### config.mk
export PLATFORM = sky130hd
export DESIGN_NAME = indexed_block_allocator_core_flat
export DESIGN_NICKNAME = d
export VERILOG_FILES = /design/src/hdl/iba_pkg.sv /design/src/hdl/iba_if.sv /design/src/hdl/iba_front.sv /design/src/hdl/iba_queue.sv /design/src/hdl/iba_back.sv /design/src/hdl/indexed_block_allocator_core.sv /design/src/flat_wrapper.sv
export VERILOG_INCLUDE_DIRS = /design/src /design/src/hdl
export SDC_FILE = /design/constraint.sdc
export NUM_CORES = 1
export LEC_CHECK = 0
export ABC_CLOCK_PERIOD_IN_PS = 4850
export BUFFER_PORTS_ARGS = -buffer_cell sky130_fd_sc_hd__buf_4
export CORE_MARGIN = 2
export CORE_UTILIZATION = 45
export DETAILED_ROUTE_END_ITERATION = 10
export GPL_ROUTABILITY_DRIVEN = 0
export PLACE_DENSITY = 0.68
export SYNTH_ARGS = -nofsm -noshare
export SYNTH_HDL_FRONTEND = slang
export SYNTH_SLANG_ARGS = --single-unit
### constraint.sdc
create_clock -name clk -period 4.85 [get_ports clk]
set_input_delay 0.2425 -clock clk [delete_from_list [all_inputs] [get_ports clk]]
set_output_delay 0.2425 -clock clk [all_outputs]
set_load 0.05 [all_outputs]
### src/hdl/indexed_block_allocator_core_defines.svh
// assertion macros used by the allocator back end
`ifndef INDEXED_BLOCK_ALLOCATOR_CORE_DEFINES_SVH
`define INDEXED_BLOCK_ALLOCATOR_CORE_DEFINES_SVH

// same-cycle implication, checked outside reset
`define IBA_ASSERT_NOW(label, ante, cons, msg) \
    label: assert property (@(posedge clk) disable iff (!rst_n) (ante) |-> (cons)) \
        else $error(msg);

// next-cycle implication, checked outside reset
`define IBA_ASSERT_NEXT(label, ante, cons, msg) \
    label: assert property (@(posedge clk) disable iff (!rst_n) (ante) |=> (cons)) \
        else $error(msg);

`endif

### src/hdl/iba_pkg.sv
// shared constants, status codes and command type of the block allocator
package iba_pkg;

    // sizing
    localparam int NUM_BLOCKS  = 1024;
    localparam int MAX_REQUEST = 64;
    localparam int MAX_FILES   = 128;

    // field widths
    localparam int CFG_W   = 11;
    localparam int FILE_W  = 7;
    localparam int NEED_W  = 7;
    localparam int STAT_W  = 2;
    localparam int BLOCK_W = 10;

    // derived widths
    localparam int PTR_W  = $clog2(NUM_BLOCKS + 1);
    localparam int IDX_W  = (NUM_BLOCKS > 1) ? $clog2(NUM_BLOCKS) : 1;
    localparam int OFF_W  = (MAX_REQUEST > 1) ? $clog2(MAX_REQUEST) : 1;
    localparam int CMP_A  = (CFG_W > PTR_W) ? CFG_W : PTR_W;
    localparam int CMP_W  = (CMP_A > NEED_W) ? CMP_A : NEED_W;

    // result status codes
    localparam logic [STAT_W-1:0] ST_OK   = 2'd0;
    localparam logic [STAT_W-1:0] ST_ZERO = 2'd1;
    localparam logic [STAT_W-1:0] ST_FAIL = 2'd2;

    // classified request handed from front to back
    typedef struct packed {
        logic [STAT_W-1:0] status;
        logic [IDX_W-1:0]  base;
        logic [NEED_W-1:0] count;
        logic [FILE_W-1:0] owner;
    } cmd_t;

    // queue write side
    typedef struct packed {
        logic push;
        cmd_t cmd;
    } push_t;

    // queue read side
    typedef struct packed {
        logic not_empty;
        cmd_t cmd;
    } head_t;

endpackage

### src/hdl/iba_if.sv
// request, result and configuration channels of the block allocator

// request channel
interface iba_req_if;
    logic                      valid;
    logic                      ready;
    logic [iba_pkg::FILE_W-1:0] file_id;
    logic [iba_pkg::NEED_W-1:0] need;
    modport source (output valid, output file_id, output need, input ready);
    modport sink (input valid, input file_id, input need, output ready);
endinterface

// result channel
interface iba_res_if;
    logic                        valid;
    logic                        ready;
    logic [iba_pkg::STAT_W-1:0]  status;
    logic [iba_pkg::BLOCK_W-1:0] block_index;
    logic [iba_pkg::FILE_W-1:0]  owner_id;
    logic                        last;
    modport source (output valid, output status, output block_index, output owner_id,
                    output last, input ready);
    modport sink (input valid, input status, input block_index, input owner_id,
                  input last, output ready);
endinterface

// configuration write channel
interface iba_cfg_if;
    logic                      valid;
    logic                      ready;
    logic [iba_pkg::CFG_W-1:0] total_blocks;
    modport source (output valid, output total_blocks, input ready);
    modport sink (input valid, input total_blocks, output ready);
endinterface

### src/hdl/iba_front.sv
// front end: holds the disk size and fill pointer, classifies requests
module iba_front (
    input  logic               clk,
    input  logic               rst_n,
    iba_cfg_if.sink            cfg,
    iba_req_if.sink            req,
    input  logic               q_full,
    output iba_pkg::push_t     wr
);

    logic [iba_pkg::CFG_W-1:0] total_reg;
    logic [iba_pkg::PTR_W-1:0] next_ptr_reg;
    logic [iba_pkg::PTR_W-1:0] next_ptr_next;
    logic [iba_pkg::PTR_W-1:0] disk_size;
    logic [iba_pkg::PTR_W-1:0] avail;
    logic                      too_big;
    logic                      req_beat;
    iba_pkg::cmd_t             cmd;

    // config is always taken; requests while the queue has room
    assign cfg.ready = 1'b1;
    assign req.ready = !q_full;
    assign req_beat  = req.valid && req.ready;

    // disk in use is the register clamped to the store depth
    always_comb
    begin
        if (iba_pkg::CMP_W'(total_reg) > iba_pkg::CMP_W'(iba_pkg::NUM_BLOCKS))
            disk_size = iba_pkg::PTR_W'(iba_pkg::NUM_BLOCKS);
        else
            disk_size = iba_pkg::PTR_W'(total_reg);
    end

    // used blocks always form a prefix, so free space is size minus pointer
    assign avail   = disk_size - next_ptr_reg;
    assign too_big = (iba_pkg::CMP_W'(req.need) > iba_pkg::CMP_W'(iba_pkg::MAX_REQUEST)) ||
                     (iba_pkg::CMP_W'(req.need) > iba_pkg::CMP_W'(avail));

    // classify the request beat
    always_comb
    begin
        cmd.owner     = req.file_id;
        cmd.count     = req.need;
        cmd.base      = iba_pkg::IDX_W'(next_ptr_reg);
        next_ptr_next = next_ptr_reg;
        if (req.need == '0)
            cmd.status = iba_pkg::ST_ZERO;
        else if (too_big)
            cmd.status = iba_pkg::ST_FAIL;
        else
        begin
            cmd.status    = iba_pkg::ST_OK;
            next_ptr_next = next_ptr_reg + iba_pkg::PTR_W'(req.need);
        end
    end

    assign wr.push = req_beat;
    assign wr.cmd  = cmd;

    // disk size register and fill pointer
    always_ff @(posedge clk or negedge rst_n)
    begin
        if (!rst_n)
        begin
            total_reg    <= iba_pkg::CFG_W'(1024);
            next_ptr_reg <= '0;
        end
        else if (cfg.valid)
        begin
            total_reg    <= cfg.total_blocks;
            next_ptr_reg <= '0;
        end
        else if (req_beat)
        begin
            next_ptr_reg <= next_ptr_next;
        end
    end

endmodule

### src/hdl/iba_queue.sv
// two-entry command queue between front and back
module iba_queue (
    input  logic           clk,
    input  logic           rst_n,
    input  iba_pkg::push_t wr,
    input  logic           pop,
    output logic           full,
    output iba_pkg::head_t head
);

    iba_pkg::cmd_t mem_reg [2];
    logic          wr_ptr_reg;
    logic          rd_ptr_reg;
    logic [1:0]    cnt_reg;
    logic          do_push;
    logic          do_pop;

    assign full           = (cnt_reg == 2'd2);
    assign head.not_empty = (cnt_reg != 2'd0);
    assign head.cmd       = mem_reg[rd_ptr_reg];
    assign do_push        = wr.push && !full;
    assign do_pop         = pop && head.not_empty;

    // entry storage
    always_ff @(posedge clk)
    begin
        if (do_push)
            mem_reg[wr_ptr_reg] <= wr.cmd;
    end

    // pointers and occupancy
    always_ff @(posedge clk or negedge rst_n)
    begin
        if (!rst_n)
        begin
            wr_ptr_reg <= 1'b0;
            rd_ptr_reg <= 1'b0;
            cnt_reg    <= 2'd0;
        end
        else
        begin
            if (do_push)
                wr_ptr_reg <= !wr_ptr_reg;
            if (do_pop)
                rd_ptr_reg <= !rd_ptr_reg;
            if (do_push && !do_pop)
                cnt_reg <= cnt_reg + 2'd1;
            else if (do_pop && !do_push)
                cnt_reg <= cnt_reg - 2'd1;
        end
    end

endmodule

### src/hdl/iba_back.sv
// back end: expands one command into its result beats
`include "indexed_block_allocator_core_defines.svh"

module iba_back (
    input  logic           clk,
    input  logic           rst_n,
    input  iba_pkg::head_t head,
    output logic           pop,
    iba_res_if.source      res
);

    iba_pkg::cmd_t               cmd_reg;
    logic                        active_reg;
    logic [iba_pkg::OFF_W-1:0]   offset_reg;
    logic                        res_valid_reg;
    logic [iba_pkg::STAT_W-1:0]  status_reg;
    logic [iba_pkg::BLOCK_W-1:0] block_reg;
    logic [iba_pkg::FILE_W-1:0]  owner_reg;
    logic                        last_reg;
    logic                        out_free;
    logic                        emit;
    logic                        is_last;
    logic [iba_pkg::IDX_W-1:0]   cur_block;

    assign out_free  = !res_valid_reg || res.ready;
    assign emit      = active_reg && out_free;
    assign pop       = !active_reg && head.not_empty;
    assign cur_block = cmd_reg.base + iba_pkg::IDX_W'(offset_reg);
    assign is_last   = (cmd_reg.status != iba_pkg::ST_OK) ||
                       (iba_pkg::NEED_W'(offset_reg) + iba_pkg::NEED_W'(1) == cmd_reg.count);

    // command load and beat counter
    always_ff @(posedge clk or negedge rst_n)
    begin
        if (!rst_n)
        begin
            active_reg <= 1'b0;
            offset_reg <= '0;
        end
        else if (pop)
        begin
            active_reg <= 1'b1;
            offset_reg <= '0;
        end
        else if (emit)
        begin
            if (is_last)
                active_reg <= 1'b0;
            else
                offset_reg <= offset_reg + iba_pkg::OFF_W'(1);
        end
    end

    always_ff @(posedge clk)
    begin
        if (pop)
            cmd_reg <= head.cmd;
    end

    // output register valid
    always_ff @(posedge clk or negedge rst_n)
    begin
        if (!rst_n)
            res_valid_reg <= 1'b0;
        else if (out_free)
            res_valid_reg <= emit;
    end

    // output register payload
    always_ff @(posedge clk)
    begin
        if (emit)
        begin
            status_reg <= cmd_reg.status;
            block_reg  <= (cmd_reg.status == iba_pkg::ST_OK) ?
                          iba_pkg::BLOCK_W'(cur_block) : '0;
            owner_reg  <= cmd_reg.owner;
            last_reg   <= is_last;
        end
    end

    assign res.valid       = res_valid_reg;
    assign res.status      = status_reg;
    assign res.block_index = block_reg;
    assign res.owner_id    = owner_reg;
    assign res.last        = last_reg;

    // checks
    `IBA_ASSERT_NOW(a_fail_is_single, res_valid_reg && (status_reg != iba_pkg::ST_OK), last_reg, "non-ok result without last")
    `IBA_ASSERT_NOW(a_pop_when_idle, pop, !active_reg, "command loaded while expanding another")
    `IBA_ASSERT_NEXT(a_hold_on_stall, active_reg && !out_free && !pop, $stable(offset_reg) && active_reg, "beat counter moved under stall")

endmodule

### src/hdl/indexed_block_allocator_core.sv
// top level of the first-fit block allocator
// Each request beat names a file and a block count; the block answers with one result
// beat per allocated block (lowest free block numbers first, last set on the final one),
// or with a single beat of status zero-size or not-enough-blocks. Blocks are never
// released, so the used blocks always form a prefix of the disk and a fill pointer
// replaces the free map: there is no clearing pass after reset or after a write of
// total_blocks, which frees the whole disk at once. The back end loads a command, then
// sends one result beat per cycle unless the result channel stalls; the front end takes
// a request beat every cycle while the two-entry command queue has room, so the
// sustained rate is set by the result beat loop.
module indexed_block_allocator_core (
    input  logic      clk,
    input  logic      rst_n,
    iba_cfg_if.sink   cfg,
    iba_req_if.sink   req,
    iba_res_if.source res
);

    iba_pkg::push_t wr;
    iba_pkg::head_t head;
    logic           q_full;
    logic           pop;

    // request classification and fill pointer
    iba_front u_front (
        .clk    (clk),
        .rst_n  (rst_n),
        .cfg    (cfg),
        .req    (req),
        .q_full (q_full),
        .wr     (wr)
    );

    // command queue
    iba_queue u_queue (
        .clk   (clk),
        .rst_n (rst_n),
        .wr    (wr),
        .pop   (pop),
        .full  (q_full),
        .head  (head)
    );

    // result expansion
    iba_back u_back (
        .clk   (clk),
        .rst_n (rst_n),
        .head  (head),
        .pop   (pop),
        .res   (res)
    );

endmodule

### src/flat_wrapper.sv
// flat-port wrapper written by rule: the top's interface ports become plain ports
module indexed_block_allocator_core_flat 
  (clk, rst_n, cfg_valid, cfg_total_blocks, cfg_ready, req_valid, req_file_id, req_need, req_ready, res_valid, res_status, res_block_index, res_owner_id, res_last, res_ready);
  iba_cfg_if cfg_i ();
  iba_req_if req_i ();
  iba_res_if res_i ();
  input  logic clk;
  input  logic rst_n;
  input wire logic [$bits(cfg_i.valid)-1:0] cfg_valid;
  input wire logic [$bits(cfg_i.total_blocks)-1:0] cfg_total_blocks;
  output wire logic [$bits(cfg_i.ready)-1:0] cfg_ready;
  input wire logic [$bits(req_i.valid)-1:0] req_valid;
  input wire logic [$bits(req_i.file_id)-1:0] req_file_id;
  input wire logic [$bits(req_i.need)-1:0] req_need;
  output wire logic [$bits(req_i.ready)-1:0] req_ready;
  output wire logic [$bits(res_i.valid)-1:0] res_valid;
  output wire logic [$bits(res_i.status)-1:0] res_status;
  output wire logic [$bits(res_i.block_index)-1:0] res_block_index;
  output wire logic [$bits(res_i.owner_id)-1:0] res_owner_id;
  output wire logic [$bits(res_i.last)-1:0] res_last;
  input wire logic [$bits(res_i.ready)-1:0] res_ready;
  assign cfg_i.valid = cfg_valid;
  assign cfg_i.total_blocks = cfg_total_blocks;
  assign cfg_ready = cfg_i.ready;
  assign req_i.valid = req_valid;
  assign req_i.file_id = req_file_id;
  assign req_i.need = req_need;
  assign req_ready = req_i.ready;
  assign res_valid = res_i.valid;
  assign res_status = res_i.status;
  assign res_block_index = res_i.block_index;
  assign res_owner_id = res_i.owner_id;
  assign res_last = res_i.last;
  assign res_i.ready = res_ready;
  indexed_block_allocator_core u_core (.clk(clk), .rst_n(rst_n), .cfg(cfg_i), .req(req_i), .res(res_i));
endmodule
==> flow_metrics.py <==
metrics = {
    "run_status": {
        "result_of_the_run": "completed",
    },
    "sta": {
        "postLayoutSetupSlackWorst_ns": 0.578,
        "clock-skew-final_ns": 0.00772,
        "timing.final.hold_violations": 0,
        "maxSlewHeadroom_pct": 17.4,
        "finalWorstPathRequiredPeriod_ns": 4.27,
        "achievable-frequency_mhz": 234,
        "slew_violations": 0,
        "finalCritPeriodShare_pct": 88.1,
        "tns_ns": 0,
        "tightestPinTransition_ns": 1.24,
        "setup-violations-final": 0,
        "rsz0062_at_grt": "false",
    },
    "floorplan": {
        "floorplan.die_area_um2": 14900,
        "floorplan_core_area_um2": 13800,
        "fp.dieW_um": 122,
        "initial_utilization_pct": 45.7,
        "die_height_um": 122,
        "top_level_ports": 53,
        "placement_rows": 43,
    },
    "route": {
        "detail-route-antenna-nets": 0,
        "detail_route.vias_per_cell": 5.13,
        "drc": 0,
        "drt_pre_antenna_iters": 4,
        "first_iter_violations": 172,
        "route.final.wire_length_mm": 10.8,
        "vias": 3696,
        "post_drt_wl_per_cell_um": 15.0,
    },
    "worst_setup_path": {
        "cp_slowest_stage_delay_ns": 0.66,
        "worst_ep_arrival_time_ns": 4.56,
        "critical_path_buffers_and_inverters": 1,
        "cells_along_the_critical_path": "and2b_1 > ha_1 > nor2b_1 > o31ai_2 > or2b_1 > a21oi_1 > xor2_1 > ha_1 > a21oi_1 > nor2b_1 > o31ai_2 > a2111oi_4 > a211oi_2 > buf_4 > mux2i_1 > nor2_1",
        "worst_r2r_path_depth": 16,
        "path_delay_family": "compound AO/OA/AOI/OAI gates",
        "worst_r2r_endpoint": "u_core.u_front.next_ptr_reg[0]",
        "criticalPathCategory": "flip-flop to flip-flop",
        "cp.required_ns": 5.14,
        "rr_startpoint": "u_core.u_front.total_reg[10]",
        "crit_fanout": 12,
        "worst-r2r-setup-slack_ns": 0.58,
        "critical-path-slowest-cell": "dfstp_2",
        "crit_path_start_kind": "flip-flop",
        "timing.critical_path.to_type": "flip-flop",
    },
    "pwr": {
        "totalPowerFinal_uw": 4420,
        "cellLeakagePower_uw": 0.00295,
        "pwr_density_cell_nw_per_um2": 590,
        "worst_ir_drop_vdd_mv": 0.270,
    },
    "clocking": {
        "tritoncts.num_buffers": 17,
        "htree_num_levels": 4,
        "path_clk_slew_ns": 0.05,
        "tritoncts": "yes",
        "cts.sink_count": 132,
        "post_cts.resized_instances": 0,
        "clock_insertion_delay_worst_skew_ns": 0.41,
        "clk_path_buf_depth": 2,
        "cts.root.buffer_cell": "clkbuf_16",
    },
    "logic_synthesis": {
        "share_of_async_settable_or_async_resettable_flops_after_synthesis_pct": 25.8,
        "synth.cell_area_um2": 6290,
        "synth_largest_area_cell": "edfxtp_1",
        "postSynthNetCount": 526,
        "synth_ff_type": "edfxtp_1",
        "synth_enable_flop_cells": 98,
        "ys_seq_elements": 132,
        "yosysWarnings": 0,
        "synth.top_cells.by_area": "edfxtp_1, dfrtp_1, mux2_2",
        "synth_top_area_share_pct": 46.8,
        "synth.distinct_cells": 57,
        "synth-seq-area-share_pct": 60.3,
        "syn_inst": 461,
        "post_synth_most_frequent_cells": "edfxtp_1, mux2_2, nor2_1, dfrtp_1, ha_1",
        "synthMostInstantiatedCell": "edfxtp_1",
        "post_synth.cell_area_avg_um2": 13.6,
    },
    "layout": {
        "final_core_util_pct": 54.4,
        "num_antenna_cells": 0,
        "post-route-cell-area_um2": 7490,
        "multiInputGateArea_um2": 2360,
        "nets": 592,
        "regArea_um2": 3790,
        "areaGrowthSynthToFinish_pct": 19.0,
        "final.fill_count": 1158,
        "final_layout_size_suffix_gt1_share_pct": 24.6,
        "largest_register_ffs": 52,
    },
    "flow_run": {
        "cap_violations": 0,
    },
    "hold_path": {
        "hold_path_depth": 1,
        "worst_hold_path.endpoint": "u_core.u_queue.mem_reg[1][1]",
        "worst_hold_path_type": "input port to flip-flop",
        "hold_start": "req_file_id[1]",
    },
    "placed_design": {
        "numPortBuffers": 51,
        "placed_area_um2": 6870,
        "dp_slack_ns": 0.596,
        "detailedPlacementHpwl_mm": 7.47,
    },
    "global_routing": {
        "total_overflow_reported_by_the_global_router": 0,
        "pin_count_of_the_biggest_net_entering_global_routing": 35,
        "antenna_found_initial": 0,
        "vias_in_the_first_global_route": 3649,
        "globalRouteTotalUtil_pct": 15.5,
        "grt_first_pass_wirelength_mm": 17.6,
    },
}
## worst reg2reg max path, cell delays in order, from the launching register on
cell and delay (ns):
dfstp_2 0.66, and2b_1 0.25, ha_1 0.27, nor2b_1 0.15
o31ai_2 0.37, or2b_1 0.27, a21oi_1 0.17, xor2_1 0.16
ha_1 0.26, a21oi_1 0.15, nor2b_1 0.07, o31ai_2 0.30
a2111oi_4 0.08, a211oi_2 0.44, buf_4 0.28, mux2i_1 0.24
nor2_1 0.06
## stage by stage
stage,hold WS (ns),std cells
CTS,0.00185,720
detailed placement,0.237,683
global route,0.00716,720
floorplan,-0.0531,461
global placement,0.226,683
finish,0.0193,720
## layer usage
metal,global-route usage (%),vias up,wire length [um]
met4,5.39,0,148
met2,27.8,62,5570
li1,-,1830,-
met3,3.76,12,370
met5,0,-,0
met1,18.1,1792,4720
## area by class of cell
cell class	instances	share of cell area [%]
repair buffers	59	6.08
multi-input cells	295	31.5
well taps	180	3.01
clock inverters	6	1.42
flip-flops and latches	132	50.7
clock buffers	26	6.26
inverters	22	1.10
## logic make-up after synthesis
family / count (synthesis) / share of synthesized area (%)
compound gates: 67 / 7.79
other cells: 1 / 0.0596
flops: 132 / 60.3
simple gates: 112 / 9.23
fa+ha+maj: 35 / 7.32
mux: 48 / 8.45
xor+xnor: 32 / 4.57
buf+inv: 34 / 2.27
## worst max path at each step
stage | cells past startpoint | slack [ns] | start | endpoint
finish | 16 | 0.58 | u_core.u_front.total_reg[10] | u_core.u_front.next_ptr_reg[0]
CTS | 16 | 0.56 | u_core.u_front.total_reg[10] | u_core.u_front.next_ptr_reg[0]
global route | 16 | 0.30 | u_core.u_front.total_reg[10] | u_core.u_front.next_ptr_reg[0]
floorplan | 18 | 0.92 | u_core.u_front.total_reg[10] | u_core.u_front.next_ptr_reg[9]
global placement | 16 | 0.78 | u_core.u_front.total_reg[10] | u_core.u_front.next_ptr_reg[6]
detailed placement | 16 | 0.60 | u_core.u_front.total_reg[10] | u_core.u_front.next_ptr_reg[4]
## repair_timing
item | in CTS | in global routing
buffers inserted | 0 | 0
hold buffers | 5 | 0
endpoints found under the hold margin | 41 | 0
## cells in the final DEF, fill, tap and decap left out, drive strengths merged, types with 11 or more instances in the layout
cell type,n
clkbuf,26
o21ai,14
xor2,14
ha,32
dfrtp,33
inv,22
mux2,41
edfxtp,98
xnor2,18
nor3,11
buf,54
nor2b,19
nor2,35
a21oi,15
## power by group
| part | internal [uW] | leakage (uW) | switching, uW |
|---|---|---|---|
| registers | 1650 | 0.00136 | 182 |
| clock network | 819 | 0.000274 | 426 |
| logic | 538 | 0.00132 | 806 |
| total | 3000 | 0.00295 | 1410 |
Note: power is estimated with default switching activity, not from simulation.
